### config.mk
export PLATFORM = sky130hd
export DESIGN_NAME = lbm_mulq
export DESIGN_NICKNAME = d
export VERILOG_FILES = /design/src/design/lbm_mulq.sv
export SDC_FILE = /design/constraint.sdc
export NUM_CORES = 2
export LEC_CHECK = 0
export BUFFER_PORTS_ARGS = -buffer_cell sky130_fd_sc_hd__buf_4
export CAP_MARGIN = 20
export CORE_MARGIN = 2
export CORE_UTILIZATION = 60
export CTS_CLUSTER_SIZE = 14
export DETAILED_ROUTE_END_ITERATION = 8
export PLACE_DENSITY = 0.8
export SYNTH_ARGS = -nofsm -noshare
export SYNTH_HDL_FRONTEND = slang
export SYNTH_SLANG_ARGS = --single-unit
### constraint.sdc
create_clock -name clk_i -period 13.7 [get_ports clk_i]
set_input_delay 2.74 -clock clk_i [delete_from_list [all_inputs] [get_ports clk_i]]
set_output_delay 2.74 -clock clk_i [all_outputs]
set_load 0.02 [all_outputs]
### src/design/lbm_mulq.sv
// ----------------------------------------------------------------------------
// lbm_mulq - registered saturating fixed-point multiplier
// Sign-magnitude product, truncated toward zero by FRAC bits, clamped.
// ----------------------------------------------------------------------------
`default_nettype none

module lbm_mulq #(
  parameter int W = 32,
  parameter int F = 24
) (
  input  logic                clk_i,
  input  logic                en_i,
  input  logic signed [W-1:0] a_i,
  input  logic signed [W-1:0] b_i,
  output logic signed [W-1:0] p_o
);

  localparam logic [2*W-1:0] LIM  = (2*W)'(1) << (W - 1);
  localparam logic [W-1:0]   SMAX = {1'b0, {(W-1){1'b1}}};
  localparam logic [W-1:0]   SMIN = {1'b1, {(W-1){1'b0}}};

  logic [W-1:0]   ma, mb;
  logic [2*W-1:0] prod, shr;
  logic           neg;
  logic [W-1:0]   p_d;
  logic [W-1:0]   p_q;

  always_comb begin
    ma   = a_i[W-1] ? W'(-a_i) : W'(a_i);
    mb   = b_i[W-1] ? W'(-b_i) : W'(b_i);
    prod = (2*W)'(ma) * (2*W)'(mb);
    shr  = prod >> F;
    neg  = a_i[W-1] ^ b_i[W-1];
    if (!neg) begin
      p_d = (shr >= LIM) ? SMAX : shr[W-1:0];
    end else begin
      p_d = (shr > LIM) ? SMIN : W'(-shr[W-1:0]);
    end
  end

  always_ff @(posedge clk_i) begin
    if (en_i) begin
      p_q <= p_d;
    end
  end

  assign p_o = $signed(p_q);

endmodule

`default_nettype wire

# Word-level counts from Yosys, hierarchy flattened
# Cells that the tools add are included.
dict set report classes {
  n_addsub 3
  mul 1
  n_lt_le_gt_ge 2
  muxes 5
  n_bitwise 1
}
# operator count
set ops {}
lappend ops {{$mux W32} 5}
lappend ops {{$neg A32 Y32} 3}
lappend ops {{$mul A32 B32 Y64} 1}
lappend ops {{$ge A40 B32 Y1 const B} 1}
lappend ops {{$gt A40 B32 Y1 const B} 1}
lappend ops {{$xor A1 B1 Y1} 1}
dict set report totals {
  ff_bits 32
  out_inout_bits 32
  word_cells 13
}

# Logic depth before layout (Yosys ltp)
dict set report logic_depth {
  word_depth 6
  depth_mapped 43
  depth_no_buf 37
}

# Worst setup path before layout
# OpenSTA, ideal clock, no wires.
dict set report synth_path {
  path_kind {input-to-reg}
  start {input port b_i[6]}
  end {register p_q[19] (netlist: p_o[19]), data pin}
  setup_ns 0.174
  arrival_ns 12.774
  setup_slack_ns 0.752
  stages 37
  path_buffers 4
  path_cell_list {or4_1 > or2_2 > or3_1 > nand2b_1 > or3_1 > clkbuf_1 > o31a_1 > xor2_1 > clkbuf_1 > nand2_1 > fa_1 > inv_1 > fa_1 > inv_1 > fa_1 > inv_1 > fa_1 > fa_1 > fa_1 > fa_1 > inv_1 > fa_1 > inv_1 > ha_1 > buf_2 > a21oi_1 > o21ai_1 > or3_1 > o211ai_1 > a21oi_1 > or3_1 > a211oi_2 > nand4_2 > nor4b_4 > a311oi_1 > buf_2 > a311oi_1}
}
dict set report synth_between {
  elab_chain_cells 6
  elab_cells_between_ends 9
  cone_classes {add/sub: 2; mul: 1; order compare: 2; mux: 4}
}
# element line
set synth_rtl {}
lappend synth_rtl {{from (decl)} 14} ;# input logic signed [W-1:0] b_i,
lappend synth_rtl {{$neg A32 Y32} 30} ;# mb = b_i[W-1] ? W'(-b_i) : W'(b_i);
lappend synth_rtl {{$mux W32 (*)} 30}
lappend synth_rtl {{$mul A32 B32 Y64 (*)} 31} ;# prod = (2*W)'(ma) * (2*W)'(mb);
lappend synth_rtl {{$neg A32 Y32 (tied with other cells)} 37} ;# p_d = (shr > LIM) ? SMIN : W'(-shr[W-1:0]);
lappend synth_rtl {{$mux W32, on equally long branches} {37, 35}}
lappend synth_rtl {{$mux W32 (*)} 34} ;# if (!neg) begin
lappend synth_rtl {{named net p_d[19]} 25} ;# logic [W-1:0] p_d;
lappend synth_rtl {{to (signal assigned)} 43} ;# p_q <= p_d;
lappend synth_rtl {{to (decl)} 26} ;# logic [W-1:0] p_q;
# Mark *: on every way through the listed nets, which the timed path passes. The rest lies on a longest branch.
# A chain may end at the register's enable or synchronous reset.

# Worst setup path after layout
dict set report layout_path {
  start {input port b_i[6]}
  end {register p_q[29] (netlist: p_o[29]), data pin}
}
# The elaborated chain is that of the path after synthesis.

==> metrics.md <==
| Metric | Value |
|---|---|
| Status | finished clean |
| CP Capture Type | register |
| Most used cell, CP | fa_1 |
| Worst rel slew slack | 17.1% |
| Cell variety after synth | 84 |
| IO Port Bufs | 97 |
| Placed cell area | roughly 0.04 mm2 |
| RSZ-0062 raised after global routing | true |
| Critical Path RT | 13,820 ps |
| Fin crit share | between 90% and 100% |
| Largest net degree at the start of global routing | 37 |
| Initial antenna violation count | 4 |
| Top post-synthesis cells by area | fa_1 49%, inv_1 9.7%, ha_1 9.0% |
| Post-CTS Hold Fix Bufs | 0 |
| Net Count, Synth | 5,488 |
| Die height | 251 um |
| Hold Fails Final Rpt | 0 |
| TritonCTS clock tree | built |
| Startpoint Class | input port |
| Worst hold slack | 2920 ps |
| MaxCap Viol Count | 0 |
| TritonCTS buffer count | 5 |
| Clk root buf | clkbuf_16 |
| Gr usage total | 39.8% |
| GR Util met3 | 14.4% |
| First-pass GRT wire length | approximately 190 mm |
| Global routing's busiest layer | met2 |
| Core area | 0.0602 mm2 |
| Critical path arrival | approximately 13,000 ps |
| Mapped Area | 0.0365 mm2 |
| Vias after detailed routing | 31.3k |
| Vias per cell | approximately 6.0 |
| Async set-reset flop share out of synthesis | 0% |
| Vias in the first global route | ~33k |
| Post-DP HPWL | 102 mm |
| Mapped Cells | approximately 4.3k |
| Synth cell count leaders | 942 x inv_1, 895 x fa_1, 622 x nor2_1, 568 x nand2_1, 263 x ha_1 |
| Initial core utilization | 60.6% |
| M2 GR Usage | 59.0% |
| Crit path buf inv count | 8 |
| Number of synthesized flops with an enable pin | 32 |
| Hold Path Class | input port to register |
| Worst slew pin tran | 1240 ps |
| Top cell family by delay on the critical path | adder cells |
| Layout cells sized above 1 | 10.2% |
| Max Buffers Root-to-Sink | 2 |
| Routability cong. | 1.06 |
| Final setup violation count | 0 |
| Max Fclk | 74.8 MHz |
| Slew Viols, Final | 0 |
| I/O pins | between 90 and 100 |
| Slowest-stage cell, CP | fa_1 |
| Congestion Overflow GR | 0 |
| Design Area, Final | 0.0400 mm2 |
| 1st-pass router iterations | 6 |
| H-Tree Depth | 2 |
| WL final | between 100 and 150 mm |
| Max reg flops | 32 |
| Worst Path Max Fanout | 7 |
| Area Growth Syn to Fin | 9.59% |
| YS warnings | 0 |
| Commonest register cell after synthesis | edfxtp_1 |
| Yosys top cell by area | fa_1 |
| Sequential area share after synthesis | 2.63% |
| Initial drt markers | 3,320 |
| Clk slew on worst S/H paths | around 50 ps |
| Fin util | 66.4% |
| Die W | 251 um |
| CTS sink cnt | 32 |
| TNS Setup | 0 ps |
| GRT met1 Usage | 51.7% |
| CP max stage delay | between 600 and 700 ps |
| Worst Setup SP | b_i[6] |
| Syn Area/Cell | 8.56 um2 |
| Synth top area share | 49.1% |
| Drt drc | 0 |
| Hold Startpoint | en_i |
| Setup CP Type | input port to register |
| Die ar. | 0.0628 mm2 |
| Final Net Count | 5,630 |
| Minimum clock period | 13,370 ps |
| DRT antenna net count | 0 |
| Number of synthesized register bits | 32 |
| Std-Cell Rows | 90 |
| Most common cell in the netlist | inv_1 |
| Avg WL per Cell | around 23 um |
[path summary, 6_finish.rpt]
| kind | endpoint | slack, ps | depth (start not counted) |
|---|---|---|---|
| worst min-delay path | p_o[31] | 2920 | 1 |
| worst max-delay path | p_o[29] | 330 | 35 |
[cell usage in the layout, fill, tap and decap left out, types with 19 or more instances in the layout]
cell type | netlist | layout
edfxtp_1 | 32 | 32
a21oi_1 | 98 | 93
ha_1 | 263 | 261
o21ai_1 | 10 | 19
nand2_1 | 568 | 567
xor2_1 | 71 | 55
o21ai_0 | 67 | 56
nor2_1 | 622 | 620
nand4_1 | 39 | 39
xnor2_2 | 0 | 23
inv_1 | 942 | 942
fa_1 | 895 | 895
buf_4 | 1 | 308
xnor2_1 | 106 | 81
nand3_1 | 20 | 20
nor3_1 | 31 | 29
[cell families after synthesis]
group	Yosys count	synth area share, %
buffers and inverters	1128	11.7
flip-flops	32	2.63
adder cells (fa/ha/maj)	1158	58.1
multiplexers	3	0.151
AO/OA/AOI/OAI	371	7.25
XOR/XNOR	177	4.25
AND/OR/NAND/NOR	1395	15.9
[metrics by stage]
step / cells / setup WS (ps)
final: 5192 / 327
after global routing: 5190 / -49.4
after CTS: 5180 / 9.61
after detailed placement: 5172 / -221
after global placement: 5172 / -31.6
after floorplan: 4264 / 752
[layer usage]
metal  wire length, um  part of all wire (%)
met5                38                 0.032
met4              7840                   6.5
met3             18100                    15
met2             51200                    43
met1             42700                    36
[final cells by class]
class	count	area, um2
fill	4802	20200
clock inverter	1	3.75
sequential	32	961
antenna	3	7.51
multi-input combinational	3104	31800
tap	782	978
timing repair buffer	321	2560
inverter	942	3540
clock buffer	7	133
[timing repair]
item | in CTS | in global routing
buffers inserted | 0 | 7
resized for setup | 0 | 51
setup endpoints to repair | 0 | 32
Power is not shown: default switching activity piles up to over one toggle a cycle in this logic, so the estimate is an artifact.
